`config.mk`:
```
export PLATFORM = sky130hd
export DESIGN_NAME = virtqueue_chain_publisher
export DESIGN_NICKNAME = d
export VERILOG_FILES = /design/src/rtl/core/vqcp_pkg.sv /design/src/rtl/core/vqcp_in_stage.sv /design/src/rtl/core/vqcp_engine.sv /design/src/rtl/core/vqcp_out_stage.sv /design/src/rtl/core/virtqueue_chain_publisher.sv
export SDC_FILE = /design/constraint.sdc
export NUM_CORES = 1
export LEC_CHECK = 0
export ABC_CLOCK_PERIOD_IN_PS = 11240
export BUFFER_PORTS_ARGS = -buffer_cell sky130_fd_sc_hd__buf_4
export CAP_MARGIN = 25
export CORE_MARGIN = 4
export CORE_UTILIZATION = 45
export CTS_CLUSTER_DIAMETER = 150
export DETAILED_ROUTE_END_ITERATION = 16
export PLACE_DENSITY_LB_ADDON = 0.25
export SLEW_MARGIN = 15
export SYNTH_ARGS = -nofsm -noshare
export SYNTH_HDL_FRONTEND = slang
export SYNTH_SLANG_ARGS = --single-unit
```
`constraint.sdc`:
```
create_clock -name clk -period 11.24 [get_ports clk]
set_input_delay 2.248 -clock clk [delete_from_list [all_inputs] [get_ports clk]]
set_output_delay 2.248 -clock clk [all_outputs]
set_load 0.02 [all_outputs]
```
`src/rtl/core/vqcp_pkg.sv`:
```
// types and constants shared by the virtqueue chain publisher
`timescale 1ns / 1ps
package vqcp_pkg;

	localparam logic RK_IN_CHAIN = 1'b0;
	localparam logic RK_IN_POLL  = 1'b1;

	localparam logic [1:0] RK_DESC  = 2'd0;
	localparam logic [1:0] RK_AVAIL = 2'd1;
	localparam logic [1:0] RK_POLL  = 2'd2;

	localparam int FLAG_NEXT_BIT  = 0;
	localparam int FLAG_WRITE_BIT = 1;

	typedef struct packed {
		logic        kind;
		logic [63:0] buf_addr;
		logic [31:0] buf_len;
		logic        device_writes;
		logic        last_entry;
		logic [15:0] used_idx;
	} req_t;

	typedef struct packed {
		logic [1:0]  result_kind;
		logic [14:0] slot;
		logic [63:0] desc_addr;
		logic [31:0] desc_len;
		logic [1:0]  desc_flags;
		logic [14:0] next_slot;
		logic [14:0] head_slot;
		logic [15:0] new_avail_idx;
		logic        ready_res;
		logic        last_result;
	} rsp_t;

	// results of one item: the second one is used only on a closing entry
	typedef struct packed {
		logic two;
		rsp_t r0;
		rsp_t r1;
	} rsp_pair_t;

endpackage

```
`src/rtl/core/vqcp_in_stage.sv`:
```
// input register stage of the virtqueue chain publisher
`timescale 1ns / 1ps
module vqcp_in_stage (
	input  logic          clk,
	input  logic          arst_n,
	input  logic          req_valid,
	output logic          req_ready,
	input  vqcp_pkg::req_t req,
	input  logic          take,
	output logic          valid_s1,
	output vqcp_pkg::req_t item_s1
);
	import vqcp_pkg::*;

	logic vld_s1;

	assign req_ready = !vld_s1 || take;
	assign valid_s1  = vld_s1;

	always_ff @(posedge clk or negedge arst_n) begin
		if (!arst_n) begin
			vld_s1 <= 1'b0;
		end else if (req_ready) begin
			vld_s1 <= req_valid;
		end
	end

	always_ff @(posedge clk) begin
		if (req_valid && req_ready) begin
			item_s1 <= req;
		end
	end
endmodule

```
`src/rtl/core/vqcp_engine.sv`:
```
// ring index state and result generation for one item
`timescale 1ns / 1ps
module vqcp_engine (
	input  logic               clk,
	input  logic               arst_n,
	input  logic               cfg_we,
	input  logic [3:0]         cfg_wdata,
	input  logic               valid_s1,
	input  vqcp_pkg::req_t     item_s1,
	input  logic               room,
	output logic               take,
	output vqcp_pkg::rsp_pair_t pair
);
	import vqcp_pkg::*;

	logic [3:0]  qlog2_q;
	logic [15:0] next_free_q;
	logic [15:0] avail_idx_q;
	logic [15:0] last_used_q;
	logic [14:0] chain_head_q;
	logic        in_chain_q;

	logic [15:0] mask;
	logic [15:0] nf_inc;
	logic [15:0] ai_inc;
	logic [14:0] desc_slot;
	logic [14:0] head;
	logic        done_ready;

	assign take = valid_s1 && room;

	always_comb begin
		mask       = (16'd1 << qlog2_q) - 16'd1;
		nf_inc     = next_free_q + 16'd1;
		ai_inc     = avail_idx_q + 16'd1;
		desc_slot  = 15'(next_free_q & mask);
		head       = in_chain_q ? chain_head_q : desc_slot;
		done_ready = item_s1.used_idx != last_used_q;

		pair = '0;
		if (item_s1.kind == RK_IN_POLL) begin
			pair.r0.result_kind = RK_POLL;
			pair.r0.last_result = 1'b1;
			pair.r0.ready_res   = done_ready;
			pair.r0.slot        = done_ready ? 15'(last_used_q & mask) : 15'd0;
		end else begin
			pair.r0.result_kind = RK_DESC;
			pair.r0.slot        = desc_slot;
			pair.r0.desc_addr   = item_s1.buf_addr;
			pair.r0.desc_len    = item_s1.buf_len;
			pair.r0.desc_flags[FLAG_NEXT_BIT]  = !item_s1.last_entry;
			pair.r0.desc_flags[FLAG_WRITE_BIT] = item_s1.device_writes;
			pair.r0.next_slot   = item_s1.last_entry ? 15'd0 : 15'(nf_inc & mask);
			// closing entry also publishes the head in the avail ring
			pair.two               = item_s1.last_entry;
			pair.r1.result_kind    = RK_AVAIL;
			pair.r1.slot           = 15'(avail_idx_q & mask);
			pair.r1.head_slot      = head;
			pair.r1.new_avail_idx  = ai_inc;
			pair.r1.last_result    = 1'b1;
		end
	end

	always_ff @(posedge clk or negedge arst_n) begin
		if (!arst_n) begin
			qlog2_q      <= 4'd8;
			next_free_q  <= '0;
			avail_idx_q  <= '0;
			last_used_q  <= '0;
			chain_head_q <= '0;
			in_chain_q   <= 1'b0;
		end else begin
			if (cfg_we) begin
				qlog2_q <= cfg_wdata;
			end
			if (take) begin
				if (item_s1.kind == RK_IN_POLL) begin
					if (done_ready) begin
						last_used_q <= last_used_q + 16'd1;
					end
				end else begin
					next_free_q <= nf_inc;
					if (item_s1.last_entry) begin
						avail_idx_q  <= ai_inc;
						chain_head_q <= '0;
						in_chain_q   <= 1'b0;
					end else begin
						chain_head_q <= head;
						in_chain_q   <= 1'b1;
					end
				end
			end
		end
	end
endmodule

```
`src/rtl/core/vqcp_out_stage.sv`:
```
// result register with a pending slot for the second result of a closing entry
`timescale 1ns / 1ps
module vqcp_out_stage (
	input  logic                clk,
	input  logic                arst_n,
	input  logic                push,
	input  vqcp_pkg::rsp_pair_t pair,
	output logic                room,
	output logic                rsp_valid,
	input  logic                rsp_ready,
	output vqcp_pkg::rsp_t      rsp
);
	import vqcp_pkg::*;

	logic out_valid_q;
	logic pend_valid_q;
	rsp_t out_q;
	rsp_t pend_q;
	logic out_free;

	assign out_free  = !out_valid_q || rsp_ready;
	assign room      = out_free && !pend_valid_q;
	assign rsp_valid = out_valid_q;
	assign rsp       = out_q;

	always_ff @(posedge clk or negedge arst_n) begin
		if (!arst_n) begin
			out_valid_q  <= 1'b0;
			pend_valid_q <= 1'b0;
		end else if (push) begin
			out_valid_q  <= 1'b1;
			pend_valid_q <= pair.two;
		end else if (pend_valid_q && out_free) begin
			out_valid_q  <= 1'b1;
			pend_valid_q <= 1'b0;
		end else if (rsp_ready) begin
			out_valid_q <= 1'b0;
		end
	end

	always_ff @(posedge clk) begin
		if (push) begin
			out_q  <= pair.r0;
			pend_q <= pair.r1;
		end else if (pend_valid_q && out_free) begin
			out_q <= pend_q;
		end
	end
endmodule

```
`src/rtl/core/virtqueue_chain_publisher.sv`:
```
// top level of the split virtqueue driver-side chain publisher
`timescale 1ns / 1ps
// usage:
// req carries one item per transfer: a chain entry (buffer address, length,
// device-writes and last flags) or a poll carrying the device's used index.
// rsp carries results: a descriptor write per chain entry, plus an avail
// publish after it when the entry closes the chain; a poll gives one answer.
// cfg_we/cfg_wdata write the ring size as log2 (reset 8); write it only idle.
// an item taken from req passes through the input register and the result
// register before its first result appears on rsp. throughput: one item per
// cycle while rsp_ready is high; a closing entry holds the engine while its
// second result waits in the pending slot of the output stage.
// when the receiver stalls, the result register holds and the input register
// fills, after which req_ready drops; nothing is lost or repeated.
// reset clears all ring indexes, the open chain and every stage's valid bits.
module virtqueue_chain_publisher (
	input  logic           clk,
	input  logic           arst_n,
	input  logic           cfg_we,
	input  logic [3:0]     cfg_wdata,
	input  logic           req_valid,
	output logic           req_ready,
	input  vqcp_pkg::req_t req,
	output logic           rsp_valid,
	input  logic           rsp_ready,
	output vqcp_pkg::rsp_t rsp
);
	import vqcp_pkg::*;

	logic      valid_s1;
	req_t      item_s1;
	logic      take;
	logic      room;
	rsp_pair_t pair;

	vqcp_in_stage u_in (
		.clk       (clk),
		.arst_n    (arst_n),
		.req_valid (req_valid),
		.req_ready (req_ready),
		.req       (req),
		.take      (take),
		.valid_s1  (valid_s1),
		.item_s1   (item_s1)
	);

	vqcp_engine u_eng (
		.clk       (clk),
		.arst_n    (arst_n),
		.cfg_we    (cfg_we),
		.cfg_wdata (cfg_wdata),
		.valid_s1  (valid_s1),
		.item_s1   (item_s1),
		.room      (room),
		.take      (take),
		.pair      (pair)
	);

	vqcp_out_stage u_out (
		.clk       (clk),
		.arst_n    (arst_n),
		.push      (take),
		.pair      (pair),
		.room      (room),
		.rsp_valid (rsp_valid),
		.rsp_ready (rsp_ready),
		.rsp       (rsp)
	);
endmodule

```
# Word level (Yosys, flattened, before mapping)
# Cells that the tools add are included.
[op_classes] add_sub_neg=4 eq_ne=1 shifts=1 muxes=18 bitwise_logic=5 n_reduce_logical=15
[op_table] op="$mux W163" n=2
[op_table] op="$mux W113" n=1
[op_table] op="$and A15 B15 Y15" n=4
[op_table] op="$mux W15" n=4
[op_table] op="$add A16 B1 Y16 const B" n=3
[op_table] op="$mux W17" n=1
[op_table] op="$mux W16" n=1
[op_table] op="$ne A16 B16 Y1" n=1
[op_table] op="$shl A1 B4 Y15 const A" n=1
[op_table] op="$sub A15 B1 Y15 const B" n=1
[op_table] op="$mux W1" n=8
[op_table] op="$reduce_and A3 Y1" n=2
[op_table] op="$logic_and A1 B1 Y1" n=4
[op_table] op="$logic_not A1 Y1" n=4
[op_table] op="$reduce_bool A3 Y1" n=1
[op_table] op="$logic_or A1 B1 Y1" n=2
[op_table] op="$mux W2" n=1
[op_table] op="$reduce_and A2 Y1" n=1
[op_table] op="$reduce_bool A2 Y1" n=1
[op_table] op="$not A1 Y1" n=1
[word_totals] reg_bits=398 out_inout_bits=165

# Longest topological paths before layout
# Gate-level depths: netlist of the first run.
[logic_depth] word_depth=6 ltp_mapped=10 depth_no_buf=9

# Hierarchy
# A second synthesis of the first run with hierarchy kept.
[unflattened] cells_unflattened=1423 hier_area_um2=22220.1
[modules_own_cells] mod="vqcp_out_stage" instances=1 cells_per_inst=518 area_each_um2=12395.6 seq_area_each_um2=9839.4
[modules_own_cells] mod="vqcp_engine" instances=1 cells_per_inst=786 area_each_um2=6317.3 seq_area_each_um2=1677.9
[modules_own_cells] mod="vqcp_in_stage" instances=1 cells_per_inst=119 area_each_um2=3507.1 seq_area_each_um2=3478.3

# Worst setup path before layout of the first run
# OpenSTA, ideal clock, no wires.
[synth_timing] kind="input-to-reg" start="input rsp_ready" end="register u_out.out_q (netlist bit u_out.rsp[0]) (enable)" setup_ns=0.806 t_arrival_ns=11.678 required_time_ns=10.434 path_slack_ns=-1.244 cell_stages=3 n_path_buf=1 cell_sequence="nor2b_1 buf_2 o21ai_0"
[synth_via] elab_chain_cells=4 word_cells_on_any_way=5 cone_classes="5 x reduce/logical"
[synth_rtl] item="start, declared" line="virtqueue_chain_publisher.sv:25" source="input logic rsp_ready,"
[synth_rtl] item="$logic_or A1 B1 Y1 *" line="vqcp_out_stage.sv:21" source="assign out_free = !out_valid_q || rsp_ready;"
[synth_rtl] item="$logic_and A1 B1 Y1" line="vqcp_out_stage.sv:22" source="assign room = out_free && !pend_valid_q;"
[synth_rtl] item="$logic_and A1 B1 Y1" line="vqcp_engine.sv:30" source="assign take = valid_s1 && room;"
[synth_rtl] item="$reduce_bool A2 Y1 (no line) *"
[synth_rtl] item="end signal, assigned" line="vqcp_out_stage.sv:43" source="out_q <= pair.r0;"
[synth_rtl] item="end signal, assigned" line="vqcp_out_stage.sv:46" source="out_q <= pend_q;"
[synth_rtl] item="end, declared" line="vqcp_out_stage.sv:17" source="rsp_t out_q;"
# Every way passes the cells marked *; elsewhere a longest branch is shown, timed or not.
# A chain may end at the register's enable or synchronous reset.

# Final worst setup path of the first run
[layout_timing] start="input rsp_ready" end="output req_ready"
[layout_via] elab_chain_cells=4
[layout_rtl] item="$logic_or A1 B1 Y1" line="vqcp_out_stage.sv:21"
[layout_rtl] item="$logic_and A1 B1 Y1" line="vqcp_out_stage.sv:22"
[layout_rtl] item="$logic_and A1 B1 Y1" line="vqcp_engine.sv:30"
[layout_rtl] item="$logic_or A1 B1 Y1" line="vqcp_in_stage.sv:17" source="assign req_ready = !vld_s1 || take;"
[layout_rtl] item="end, declared" line="virtqueue_chain_publisher.sv:22" source="output logic req_ready,"
# No other way between the ends.

==> impl_results.html, run 1 <==
<table>
<tr><th>Metric</th><th>Value</th></tr>
<tr><th colspan="2">Floorplanning</th></tr>
<tr><td>Placeable core region</td><td>0.03362 mm2</td></tr>
<tr><td>Effective utilization at floorplan</td><td>45.68%</td></tr>
<tr><td>Die Area</td><td>roughly 0.037 mm2</td></tr>
<tr><td>Die extent in y</td><td>192.7 um</td></tr>
<tr><td>Site Rows</td><td>67</td></tr>
<tr><td>Boundary pin count</td><td>289</td></tr>
<tr><td>Chip width</td><td>192.7 um</td></tr>
<tr><th colspan="2">GRT</th></tr>
<tr><td>Total congestion overflow after global routing</td><td>0</td></tr>
<tr><td>Initial antenna violation count</td><td>1</td></tr>
<tr><td>Maximum number of pins on one net before global-route repair</td><td>98</td></tr>
<tr><td>First-pass GRT wire length</td><td>54800 um</td></tr>
<tr><td>Tot GR Track Use</td><td>19.31%</td></tr>
<tr><td>Number of global-route vias before repair</td><td>9282</td></tr>
<tr><th colspan="2">Synthesis</th></tr>
<tr><td>Number of instances in the synthesized netlist</td><td>1110</td></tr>
<tr><td>Number of warnings printed during yosys synthesis</td><td>0</td></tr>
<tr><td>Leading post-synthesis cells by cell area</td><td>sky130_fd_sc_hd__edfxtp_1 57%, sky130_fd_sc_hd__dfrtp_1 11%, sky130_fd_sc_hd__and2_1 4.2%</td></tr>
<tr><td>Total nets after synthesis</td><td>approximately 1200</td></tr>
<tr><td>Cell taking the most area after synthesis</td><td>sky130_fd_sc_hd__edfxtp_1</td></tr>
<tr><td>Proportion of netlist area held by the largest area contributor</td><td>between 50% and 60%</td></tr>
<tr><td>Flip-flop and latch count after synthesis</td><td>just under 400</td></tr>
<tr><td>Count of distinct cell types in the synthesized netlist</td><td>52</td></tr>
<tr><td>Top flip-flop cell by instance count after synthesis</td><td>sky130_fd_sc_hd__edfxtp_1</td></tr>
<tr><td>Post-synthesis cell area</td><td>0.01536 mm2</td></tr>
<tr><td>Synthesized area divided by synthesized cell count</td><td>13.83 um2</td></tr>
<tr><td>Sequential element share of the synthesized area</td><td>72.95%</td></tr>
<tr><td>Number of enable flip-flop cells after synthesis</td><td>294</td></tr>
<tr><td>FFs w/ async S/R, synth</td><td>17.72%</td></tr>
<tr><th colspan="2">Clocking</th></tr>
<tr><td>CTS max path bufs</td><td>3</td></tr>
<tr><td>Number of clock buffers inserted by TritonCTS</td><td>41</td></tr>
<tr><td>Cell at the root of the clock tree</td><td>sky130_fd_sc_hd__clkbuf_16</td></tr>
<tr><td>Clk_lat worst skew</td><td>around 0.53 ns</td></tr>
<tr><td>Clock transition at path regs</td><td>0.06 ns</td></tr>
<tr><td>TritonCTS clock tree</td><td>built</td></tr>
<tr><td>Resized cells post-CTS</td><td>0</td></tr>
<tr><td>Post-CTS setup repair buffer count</td><td>0</td></tr>
<tr><td>Maximum level of the CTS H-tree</td><td>2</td></tr>
<tr><td>CTS sink count</td><td>395</td></tr>
<tr><td>CTS Hold Buffers Added</td><td>0</td></tr>
<tr><th colspan="2">Route</th></tr>
<tr><td>Vias per std cell</td><td>roughly 5.1</td></tr>
<tr><td>Count of TritonRoute iterations in the first routing pass</td><td>5</td></tr>
<tr><td>Total DRC errors in the routed layout</td><td>0</td></tr>
<tr><td>First-iteration detailed-routing DRC count</td><td>595</td></tr>
<tr><td>Wire length after detailed routing</td><td>36330 um</td></tr>
<tr><td>Vias after detailed routing</td><td>around 9500</td></tr>
<tr><td>Number of nets with antenna violations after detailed routing</td><td>0</td></tr>
<tr><td>Detail-routed net length per standard cell</td><td>19.47 um</td></tr>
<tr><th colspan="2">Placement</th></tr>
<tr><td>Final HPWL DP</td><td>25120 um</td></tr>
<tr><td>Count of input and output buffers</td><td>288</td></tr>
<tr><td>Cell area after placement</td><td>0.01792 mm2</td></tr>
<tr><td>Global placer's final weighted congestion</td><td>0.8451</td></tr>
<tr><th colspan="2">Setup path</th></tr>
<tr><td>Type of the worst setup path</td><td>input port to output pin</td></tr>
<tr><td>WP data required</td><td>about 9 ns</td></tr>
<tr><td>Worst Path Arrival</td><td>3.55 ns</td></tr>
<tr><td>Critical path capture point type</td><td>output pin</td></tr>
<tr><td>Maximum net fanout on the critical path</td><td>8</td></tr>
<tr><td>Startpoint types</td><td>input port</td></tr>
<tr><th colspan="2">Timing</th></tr>
<tr><td>Worst relative slew slack</td><td>between 30% and 40%</td></tr>
<tr><td>Final number of max-transition violations</td><td>0</td></tr>
<tr><td>Portion of the clock cycle consumed by the worst path in the final layout</td><td>between 50% and 60%</td></tr>
<tr><td>Max Fclk</td><td>172.5 MHz</td></tr>
<tr><td>Post-Route Skew</td><td>0.01907 ns</td></tr>
<tr><td>Setup repair after global routing missed its margin</td><td>no</td></tr>
<tr><td>Total setup violations reported at the end of the flow</td><td>0</td></tr>
<tr><td>Fin Setup TNS</td><td>0 ns</td></tr>
<tr><td>Final Hold Viols</td><td>0</td></tr>
<tr><td>Shortest clock period the worst path allows after layout</td><td>5.797 ns</td></tr>
<tr><td>Slew at the pin closest to its max-slew limit</td><td>0.9320 ns</td></tr>
<tr><th colspan="2">Flow run</th></tr>
<tr><td>Max Cap Violations</td><td>0</td></tr>
<tr><th colspan="2">Power</th></tr>
<tr><td>Ratio of total power to cell area</td><td>~200 mW/mm2</td></tr>
<tr><td>Leakage</td><td>7.717 nW</td></tr>
<tr><td>Worst vdd ir</td><td>162.0 uV</td></tr>
<tr><th colspan="2">Final layout</th></tr>
<tr><td>Most common cell after layout, fill and taps aside</td><td>sky130_fd_sc_hd__buf_4</td></tr>
<tr><td>Leading cell types in the layout, fill and taps excluded</td><td>299 x sky130_fd_sc_hd__buf_4, 294 x sky130_fd_sc_hd__edfxtp_1, 154 x sky130_fd_sc_hd__nand2_1</td></tr>
<tr><td>Final net count</td><td>roughly 1500</td></tr>
<tr><td>Synthesis-to-layout area growth</td><td>25.80%</td></tr>
<tr><td>Finished layout cell area</td><td>0.01932 mm2</td></tr>
<tr><td>Ratio of cells with drive above 1 in the final layout</td><td>27.43%</td></tr>
<tr><td>Antenna fix cells</td><td>0</td></tr>
<tr><th colspan="2">Worst hold path</th></tr>
<tr><td>Type of the tightest min-delay check</td><td>flip-flop to flip-flop</td></tr>
<tr><th colspan="2">Run status</th></tr>
<tr><td>Run status</td><td>completed</td></tr>
</table>
==> kinds of logic (layout without fill, tap and decap cells) <==
logic type	count (synthesis)	after routing	share of synthesized area (%)
buffers and inverters	74	382	2.078
muxes	4	4	0.2933
DFF	395	395	72.95
and+or+nand+nor	427	427	14.67
AOI/OAI and AO/OA	119	119	4.718
xor gates and xnor gates	87	87	4.962
adders and majority gates	4	4	0.3259
==> final cells by class <==
cell class | instances | area, um2
sequential | 395 | 11200
tap | 448 | 560.5
multi-input combinational | 641 | 3856
fill | 2702 | 14300
clock buffer | 52 | 1107
inverter | 7 | 26.28
clock inverter | 20 | 247.7
timing repair buffer | 303 | 2318
==> through the flow <==
step	instances	setup slack [ns]	power [mW]	util, %	hold slack, ns
after floorplan	1110	2.321	2.270	-	0.4502
after global placement	1789	5.481	2.527	53.20	0.4450
after detailed placement	1792	5.428	2.541	53.30	0.4477
after CTS	1864	5.428	3.903	57.33	0.4555
after global routing	1866	5.300	4.043	57.47	0.4742
final	1866	5.443	3.869	57.47	0.4538
==> synth_stat cells (all sizes together), types with 10 or more instances <==
cell and number:
a21oi 50, a32oi 25, and2 102, and3 40
buf 22, clkbuf 45, dfrtp 69, dfxtp 31
edfxtp 294, nand2 156, nand3 22, nand4 13
nor2 46, nor3 10, o21ai 33, xnor2 49
xor2 38
==> power breakdown <==
part           leakage [nW]  internal, mW  switching [mW]
Sequential             4.06          1.79           0.124
Combinational          3.00         0.229           0.369
Clock                 0.657         0.814           0.544
Total                  7.72          2.83            1.04
==> state kept, by name, summed over array words and instances (netlist names), 4 cells and up <==
register            flops
u_eng.avail_idx_q      16
u_eng.chain_head_q     15
u_eng.last_used_q      16
u_eng.next_free_q      15
u_eng.qlog2_q           4
u_in.item_s1          115
u_out.pend_q           47
u_out.rsp             163
==> worst max-delay path, cell delays in order <==
cell and delay [ns]:
sky130_fd_sc_hd__buf_4 0.11, sky130_fd_sc_hd__nor2b_1 0.66, sky130_fd_sc_hd__o21ai_0 0.29, sky130_fd_sc_hd__buf_4 0.24
==> per-layer routing <==
| metal | track usage [%] | vias up | routed length [um] |
|---|---|---|---|
| li1 | - | 4501 | - |
| met1 | 24.16 | 4586 | 14320 |
| met2 | 30.95 | 362 | 17240 |
| met3 | 8.683 | 43 | 4151 |
| met4 | 4.663 | 2 | 607 |
| met5 | 0 | - | 14 |
==> final timing paths <==
kind	cells past startpoint	startpoint	slack, ns	endpoint
hold / removal	2	u_out.rsp[31]	0.45	u_out.rsp[31]
setup / recovery	4	rsp_ready	5.44	req_ready
min in group asynchronous	1	arst_n	1.65	u_eng.next_free_q[9]
hold reg to reg	2	u_out.rsp[31]	0.45	u_out.rsp[31]
setup reg to reg	8	u_eng.qlog2_q[3]	8.22	u_out.pend_q[24]
max in group asynchronous	2	arst_n	9.01	u_eng.avail_idx_q[15]
Note: power is estimated with default switching activity, not from simulation.
==> inputs of run 2 (changes only) <==
Settings changed: ABC_CLOCK_PERIOD_IN_PS 11240 to 4700.
Clock period 11.24 ns to 4.7 ns, I/O delays scaled along.
==> impl_results.html, run 2 (synthesized netlist as in run 1, its figures left out) <==
<table>
<tr><th>Metric</th><th>Value</th></tr>
<tr><th colspan="2">Setup path</th></tr>
<tr><td>Length in cells of the worst reg-to-reg path</td><td>9 (was 8)</td></tr>
<tr><td>Destination of the worst register-to-register timing path</td><td>u_out.pend_q[28] (was u_out.pend_q[24])</td></tr>
<tr><td>Maximum net fanout on the critical path</td><td>8 (unchanged)</td></tr>
<tr><td>Worst flop-to-flop path startpoint</td><td>u_eng.qlog2_q[2] (was u_eng.qlog2_q[3])</td></tr>
<tr><td>Type of the worst setup path</td><td>input port to output pin (unchanged)</td></tr>
<tr><td>WP data required</td><td>3.76 ns (was 8.99 ns)</td></tr>
<tr><td>Worst Path Arrival</td><td>2.29 ns (was 3.55 ns)</td></tr>
<tr><td>Slack of the worst reg-to-reg path</td><td>1.79 ns (was 8.22 ns)</td></tr>
<tr><td>Startpoint types</td><td>input port (unchanged)</td></tr>
<tr><td>Critical path capture point type</td><td>output pin (unchanged)</td></tr>
<tr><th colspan="2">Final layout</th></tr>
<tr><td>Ratio of cells with drive above 1 in the final layout</td><td>27.20% (was 27.43%)</td></tr>
<tr><td>Filler cells</td><td>2688 (was 2702)</td></tr>
<tr><td>Final net count</td><td>1518 (was 1517)</td></tr>
<tr><td>Finished Layout Cells</td><td>1871 (was 1866)</td></tr>
<tr><td>Finished layout cell area</td><td>0.01933 mm2 (was 0.01932 mm2)</td></tr>
<tr><td>Antenna fix cells</td><td>0 (unchanged)</td></tr>
<tr><td>Number of flip-flops in the largest register</td><td>163 (unchanged)</td></tr>
<tr><td>Core occupancy in the finished layout</td><td>57.51% (was 57.47%)</td></tr>
<tr><td>Most common cell after layout, fill and taps aside</td><td>sky130_fd_sc_hd__buf_4 (unchanged)</td></tr>
<tr><td>Synthesis-to-layout area growth</td><td>25.89% (was 25.80%)</td></tr>
<tr><td>Leading cell types in the layout, fill and taps excluded</td><td>301 x sky130_fd_sc_hd__buf_4, 294 x sky130_fd_sc_hd__edfxtp_1, 154 x sky130_fd_sc_hd__nand2_1 (was 299 x sky130_fd_sc_hd__buf_4, 294 x sky130_fd_sc_hd__edfxtp_1, 154 x sky130_fd_sc_hd__nand2_1)</td></tr>
<tr><th colspan="2">Placement</th></tr>
<tr><td>Pre-CTS setup slack</td><td>1.387 ns (was 5.428 ns)</td></tr>
<tr><td>Global placer's final weighted congestion</td><td>0.9140 (was 0.8451)</td></tr>
<tr><td>Cell area after placement</td><td>0.01794 mm2 (was 0.01792 mm2)</td></tr>
<tr><td>Post-placement cell count</td><td>1794 (was 1792)</td></tr>
<tr><td>Final HPWL DP</td><td>25510 um (was 25120 um)</td></tr>
<tr><td>Count of input and output buffers</td><td>288 (unchanged)</td></tr>
<tr><th colspan="2">Timing</th></tr>
<tr><td>Smallest setup slack after layout</td><td>1.470 ns (was 5.443 ns)</td></tr>
<tr><td>Worst hold slack</td><td>0.3029 ns (was 0.4538 ns)</td></tr>
<tr><td>Max Fclk</td><td>a little over 300 MHz</td></tr>
<tr><td>Final Hold Viols</td><td>0 (unchanged)</td></tr>
<tr><td>Portion of the clock cycle consumed by the worst path in the final layout</td><td>around 69%</td></tr>
<tr><td>Slew at the pin closest to its max-slew limit</td><td>0.9489 ns (was 0.9320 ns)</td></tr>
<tr><td>Worst relative slew slack</td><td>36.74% (was 37.63%)</td></tr>
<tr><td>Fin Setup TNS</td><td>0 ns (unchanged)</td></tr>
<tr><td>Post-Route Skew</td><td>0.01416 ns (was 0.01907 ns)</td></tr>
<tr><td>Final number of max-transition violations</td><td>0 (unchanged)</td></tr>
<tr><td>Setup repair after global routing missed its margin</td><td>no (unchanged)</td></tr>
<tr><td>Shortest clock period the worst path allows after layout</td><td>3.230 ns</td></tr>
<tr><td>Total setup violations reported at the end of the flow</td><td>0 (unchanged)</td></tr>
<tr><th colspan="2">Floorplanning</th></tr>
<tr><td>Placeable core region</td><td>0.03362 mm2 (unchanged)</td></tr>
<tr><td>Effective utilization at floorplan</td><td>45.68% (unchanged)</td></tr>
<tr><td>Chip width</td><td>192.7 um (unchanged)</td></tr>
<tr><td>Die extent in y</td><td>192.7 um (unchanged)</td></tr>
<tr><td>Boundary pin count</td><td>289 (unchanged)</td></tr>
<tr><td>Die Area</td><td>0.03714 mm2 (unchanged)</td></tr>
<tr><td>Site Rows</td><td>67 (unchanged)</td></tr>
<tr><th colspan="2">Clocking</th></tr>
<tr><td>TritonCTS clock tree</td><td>built (unchanged)</td></tr>
<tr><td>Clk_lat worst skew</td><td>0.54 ns (was 0.53 ns)</td></tr>
<tr><td>CTS max path bufs</td><td>3 (unchanged)</td></tr>
<tr><td>Cell at the root of the clock tree</td><td>sky130_fd_sc_hd__clkbuf_16 (unchanged)</td></tr>
<tr><td>Clock transition at path regs</td><td>0.06 ns (about the same)</td></tr>
<tr><td>CTS Hold Buffers Added</td><td>0 (unchanged)</td></tr>
<tr><td>Resized cells post-CTS</td><td>0 (unchanged)</td></tr>
<tr><td>CTS sink count</td><td>395 (unchanged)</td></tr>
<tr><td>Maximum level of the CTS H-tree</td><td>2 (unchanged)</td></tr>
<tr><td>Post-CTS setup repair buffer count</td><td>0 (unchanged)</td></tr>
<tr><td>Number of clock buffers inserted by TritonCTS</td><td>41 (unchanged)</td></tr>
<tr><th colspan="2">Route</th></tr>
<tr><td>Count of TritonRoute iterations in the first routing pass</td><td>4 (was 5)</td></tr>
<tr><td>Vias after detailed routing</td><td>9542 (was 9494)</td></tr>
<tr><td>Total DRC errors in the routed layout</td><td>0 (unchanged)</td></tr>
<tr><td>Detail-routed net length per standard cell</td><td>19.51 um (was 19.47 um)</td></tr>
<tr><td>Number of nets with antenna violations after detailed routing</td><td>0 (unchanged)</td></tr>
<tr><td>Wire length after detailed routing</td><td>36500 um (was 36330 um)</td></tr>
<tr><td>First-iteration detailed-routing DRC count</td><td>701 (was 595)</td></tr>
<tr><td>Vias per std cell</td><td>5.100 (was 5.088)</td></tr>
<tr><th colspan="2">Power</th></tr>
<tr><td>Leakage</td><td>7.732 nW (was 7.717 nW)</td></tr>
<tr><td>Design Power</td><td>9.275 mW (was 3.869 mW)</td></tr>
<tr><td>Worst vdd ir</td><td>392.9 uV (was 162.0 uV)</td></tr>
<tr><td>Ratio of total power to cell area</td><td>479.8 mW/mm2 (was 200.3 mW/mm2)</td></tr>
<tr><th colspan="2">GRT</th></tr>
<tr><td>Number of global-route vias before repair</td><td>9515 (was 9282)</td></tr>
<tr><td>Initial antenna violation count</td><td>0 (was 1)</td></tr>
<tr><td>First-pass GRT wire length</td><td>55050 um (was 54800 um)</td></tr>
<tr><td>Maximum number of pins on one net before global-route repair</td><td>101 (was 98)</td></tr>
<tr><td>Tot GR Track Use</td><td>19.44% (was 19.31%)</td></tr>
<tr><td>Total congestion overflow after global routing</td><td>0 (unchanged)</td></tr>
<tr><th colspan="2">Worst hold path</th></tr>
<tr><td>Type of the tightest min-delay check</td><td>input port to asynchronous set/reset pin (was flip-flop to flip-flop)</td></tr>
<tr><th colspan="2">Flow run</th></tr>
<tr><td>Max Cap Violations</td><td>0 (unchanged)</td></tr>
<tr><th colspan="2">Run status</th></tr>
<tr><td>Run status</td><td>completed (unchanged)</td></tr>
</table>
[run 2: metal layers]
| metal | wire length [um] | vias up | share of wire [%] | track usage, % |
|---|---|---|---|---|
| met4 | 942 | 0 | 2.6 | 5.815 |
| met1 | 14640 | 4558 | 40 | 25.17 |
| li1 | - | 4509 | - | - |
| met5 | 0 | - | 0 | 0 |
| met2 | 16930 | 416 | 46 | 30.47 |
| met3 | 3980 | 59 | 11 | 7.670 |
[run 2: worst max-delay path by stage]
stage	slack, ns	cells past startpoint	startpoint	to
after global placement	1.41	5	rsp_ready	u_in.item_s1[28]
after CTS	1.43	4	rsp_ready	req_ready
final	1.47	4	rsp_ready	req_ready
after detailed placement	1.39	5	rsp_ready	u_in.item_s1[32]
after floorplan	0.96	3	rsp_ready	u_out.rsp[0]
after global routing	1.29	4	rsp_ready	req_ready
[run 2: power by group]
group	total (mW)	internal, mW	leakage (nW)	switching, mW
clock network	3.26	1.96	0.669	1.30
registers	4.59	4.28	4.06	0.315
logic	1.42	0.548	3.00	0.875
[run 2: layout make-up]
| type | count | area, um2 | area share (%) |
|---|---|---|---|
| sequential | 395 | 11200 | 57.95 |
| multi-input combinational | 641 | 3856 | 19.95 |
| timing repair buffer | 304 | 2322 | 12.01 |
| clock buffer | 49 | 1109 | 5.735 |
| tap | 448 | 560.5 | 2.900 |
| clock inverter | 27 | 255.2 | 1.320 |
| inverter | 7 | 26.28 | 0.1359 |
[run 2: critical path, stage by stage]
cell and delay, ns:
sky130_fd_sc_hd__buf_4 0.11, sky130_fd_sc_hd__nor2b_1 0.69, sky130_fd_sc_hd__o21ai_0 0.30, sky130_fd_sc_hd__buf_4 0.24
==> inputs of run 3 (changes only) <==
Settings changed: ABC_CLOCK_PERIOD_IN_PS 4700 to 3350.
Clock period 4.7 ns to 3.35 ns, I/O delays scaled along.
==> impl_results.html, run 3 (synthesized netlist as in run 1, its figures left out) <==
<table>
<tr><th>Metric</th><th>Value</th></tr>
<tr><th colspan="2">Setup path</th></tr>
<tr><td>Worst flop-to-flop path startpoint</td><td>u_eng.qlog2_q[3] (was u_eng.qlog2_q[2])</td></tr>
<tr><td>Maximum net fanout on the critical path</td><td>22 (was 8)</td></tr>
<tr><td>Beginning of the critical path</td><td>u_eng.qlog2_q[3] (was rsp_ready)</td></tr>
<tr><td>Critical path capture point type</td><td>flip-flop (was output pin)</td></tr>
<tr><td>WP data required</td><td>3.74 ns (was 3.76 ns)</td></tr>
<tr><td>Worst Path Arrival</td><td>3.09 ns (was 2.29 ns)</td></tr>
<tr><td>Type of the worst setup path</td><td>flip-flop to flip-flop (was input port to output pin)</td></tr>
<tr><td>Startpoint types</td><td>flip-flop (was input port)</td></tr>
<tr><th colspan="2">GRT</th></tr>
<tr><td>Most crowded layer after global routing</td><td>met2 (unchanged)</td></tr>
<tr><td>Total congestion overflow after global routing</td><td>0 (unchanged)</td></tr>
<tr><td>Maximum number of pins on one net before global-route repair</td><td>98 (was 101)</td></tr>
<tr><td>Tot GR Track Use</td><td>20.04% (was 19.44%)</td></tr>
<tr><td>Initial antenna violation count</td><td>1 (was 0)</td></tr>
<tr><td>Global-route track usage on met1</td><td>24.78% (was 25.17%)</td></tr>
<tr><td>First-pass GRT wire length</td><td>56590 um (was 55050 um)</td></tr>
<tr><td>Global Route met3 Usage</td><td>7.996% (was 7.670%)</td></tr>
<tr><td>Number of global-route vias before repair</td><td>9722 (was 9515)</td></tr>
<tr><td>Met2 usage</td><td>32.28% (was 30.47%)</td></tr>
<tr><th colspan="2">Clocking</th></tr>
<tr><td>Cell at the root of the clock tree</td><td>sky130_fd_sc_hd__clkbuf_16 (unchanged)</td></tr>
<tr><td>TritonCTS clock tree</td><td>built (unchanged)</td></tr>
<tr><td>Clk_lat worst skew</td><td>0.55 ns (was 0.54 ns)</td></tr>
<tr><td>CTS max path bufs</td><td>3 (unchanged)</td></tr>
<tr><td>CTS sink count</td><td>395 (unchanged)</td></tr>
<tr><td>Post-CTS setup repair buffer count</td><td>0 (unchanged)</td></tr>
<tr><td>Clock transition at path regs</td><td>0.06 ns (about the same)</td></tr>
<tr><td>Maximum level of the CTS H-tree</td><td>2 (unchanged)</td></tr>
<tr><td>Resized cells post-CTS</td><td>0 (unchanged)</td></tr>
<tr><td>Number of clock buffers inserted by TritonCTS</td><td>42 (was 41)</td></tr>
<tr><td>CTS Hold Buffers Added</td><td>0 (unchanged)</td></tr>
<tr><th colspan="2">Route</th></tr>
<tr><td>Wire length after detailed routing</td><td>37100 um (was 36500 um)</td></tr>
<tr><td>Vias per std cell</td><td>5.119 (was 5.100)</td></tr>
<tr><td>Number of nets with antenna violations after detailed routing</td><td>0 (unchanged)</td></tr>
<tr><td>Vias after detailed routing</td><td>9645 (was 9542)</td></tr>
<tr><td>First-iteration detailed-routing DRC count</td><td>691 (was 701)</td></tr>
<tr><td>Count of TritonRoute iterations in the first routing pass</td><td>5 (was 4)</td></tr>
<tr><td>Detail-routed net length per standard cell</td><td>19.69 um (was 19.51 um)</td></tr>
<tr><td>Total DRC errors in the routed layout</td><td>0 (unchanged)</td></tr>
<tr><th colspan="2">Floorplanning</th></tr>
<tr><td>Placeable core region</td><td>0.03362 mm2 (unchanged)</td></tr>
<tr><td>Die Area</td><td>0.03714 mm2 (unchanged)</td></tr>
<tr><td>Die extent in y</td><td>192.7 um (unchanged)</td></tr>
<tr><td>Effective utilization at floorplan</td><td>45.68% (unchanged)</td></tr>
<tr><td>Chip width</td><td>192.7 um (unchanged)</td></tr>
<tr><td>Site Rows</td><td>67 (unchanged)</td></tr>
<tr><td>Boundary pin count</td><td>289 (unchanged)</td></tr>
<tr><th colspan="2">Final layout</th></tr>
<tr><td>Most common cell after layout, fill and taps aside</td><td>sky130_fd_sc_hd__buf_4 (unchanged)</td></tr>
<tr><td>Leading cell types in the layout, fill and taps excluded</td><td>311 x sky130_fd_sc_hd__buf_4, 294 x sky130_fd_sc_hd__edfxtp_1, 154 x sky130_fd_sc_hd__nand2_1 (was 301 x sky130_fd_sc_hd__buf_4, 294 x sky130_fd_sc_hd__edfxtp_1, 154 x sky130_fd_sc_hd__nand2_1)</td></tr>
<tr><td>Antenna fix cells</td><td>0 (unchanged)</td></tr>
<tr><td>Core occupancy in the finished layout</td><td>57.90% (was 57.51%)</td></tr>
<tr><td>Ratio of cells with drive above 1 in the final layout</td><td>27.92% (was 27.20%)</td></tr>
<tr><td>Final net count</td><td>1533 (was 1518)</td></tr>
<tr><td>Number of flip-flops in the largest register</td><td>163 (unchanged)</td></tr>
<tr><td>Synthesis-to-layout area growth</td><td>26.75% (was 25.89%)</td></tr>
<tr><th colspan="2">Timing</th></tr>
<tr><td>Worst relative slew slack</td><td>43.63% (was 36.74%)</td></tr>
<tr><td>Final number of max-transition violations</td><td>0 (unchanged)</td></tr>
<tr><td>Slew at the pin closest to its max-slew limit</td><td>0.8423 ns (was 0.9489 ns)</td></tr>
<tr><td>Total setup violations reported at the end of the flow</td><td>0 (unchanged)</td></tr>
<tr><td>Setup repair after global routing missed its margin</td><td>no (unchanged)</td></tr>
<tr><td>Smallest setup slack after layout</td><td>0.6457 ns (was 1.470 ns)</td></tr>
<tr><td>Portion of the clock cycle consumed by the worst path in the final layout</td><td>between 80% and 90%</td></tr>
<tr><td>Shortest clock period the worst path allows after layout</td><td>2.704 ns</td></tr>
<tr><td>Post-Route Skew</td><td>0.02205 ns (was 0.01416 ns)</td></tr>
<tr><td>Max Fclk</td><td>between 300 and 400 MHz</td></tr>
<tr><td>Fin Setup TNS</td><td>0 ns (unchanged)</td></tr>
<tr><td>Final Hold Viols</td><td>0 (unchanged)</td></tr>
<tr><th colspan="2">Flow run</th></tr>
<tr><td>Max Cap Violations</td><td>0 (unchanged)</td></tr>
<tr><th colspan="2">Power</th></tr>
<tr><td>Worst vdd ir</td><td>543.9 uV (was 392.9 uV)</td></tr>
<tr><td>Leakage</td><td>7.806 nW (was 7.732 nW)</td></tr>
<tr><td>Ratio of total power to cell area</td><td>667.6 mW/mm2 (was 479.8 mW/mm2)</td></tr>
<tr><th colspan="2">Placement</th></tr>
<tr><td>Pre-CTS setup slack</td><td>0.7121 ns (was 1.387 ns)</td></tr>
<tr><td>Global placer's final weighted congestion</td><td>0.8652 (was 0.9140)</td></tr>
<tr><td>Count of input and output buffers</td><td>288 (unchanged)</td></tr>
<tr><td>Final HPWL DP</td><td>26170 um (was 25510 um)</td></tr>
<tr><th colspan="2">Worst hold path</th></tr>
<tr><td>Type of the tightest min-delay check</td><td>input port to asynchronous set/reset pin (unchanged)</td></tr>
<tr><th colspan="2">Run status</th></tr>
<tr><td>Run status</td><td>completed (unchanged)</td></tr>
</table>
-- run 3: path summary, 6_finish.rpt --
check | end | slack [ns] | cells past startpoint
max | u_out.rsp[152] | 0.65 | 7
min | u_eng.next_free_q[13] | 0.05 | 1
max in group asynchronous | u_eng.in_chain_q | 2.69 | 2
min in group clk | u_in.item_s1[13] | 0.29 | 1
max reg2reg | u_out.rsp[152] | 0.65 | 7
min reg2reg | u_out.rsp[18] | 0.45 | 2
-- run 3: power breakdown --
part	internal, mW	switching (mW)
sequential	5.99	0.430
combinational	0.820	1.25
clock	2.67	1.83
-- run 3: stage by stage --
step	total power, mW	area (um2)	hold WS, ns	instances
after global placement	8.568	18100	0.4476	1808
after detailed placement	8.605	18100	0.4498	1808
after floorplan	7.565	15370	0.3744	1110
after CTS	13.13	19430	0.2640	1883
final	12.99	19460	0.05196	1884
after global routing	13.57	19460	0.05774	1884
-- run 3: area by class of cell --
| class | count | area, um2 |
|---|---|---|
| Clock buffer | 57 | 1169 |
| Clock inverter | 18 | 166.4 |
| Fill cell | 2690 | 14150 |
| Inverter | 7 | 26.28 |
| Multi-Input combinational cell | 641 | 3856 |
| Sequential cell | 395 | 11200 |
| Tap cell | 448 | 560.5 |
| Timing Repair Buffer | 318 | 2482 |
-- run 3: metal layers --
metal	vias to the layer above	routed length, um
met5	-	10
met4	2	941
met3	63	4134
met2	375	17980
met1	4665	14040
li1	4540	-
-- run 3: critical path, stage by stage, from the launching register on --
cell and delay (ns):
sky130_fd_sc_hd__dfstp_2 0.73, sky130_fd_sc_hd__nor2_1 0.15, sky130_fd_sc_hd__nand2_1 0.25, sky130_fd_sc_hd__ha_1 0.40
sky130_fd_sc_hd__a21oi_1 0.12, sky130_fd_sc_hd__o21ai_0 0.57, sky130_fd_sc_hd__a32oi_1 0.20, sky130_fd_sc_hd__o21ai_0 0.12
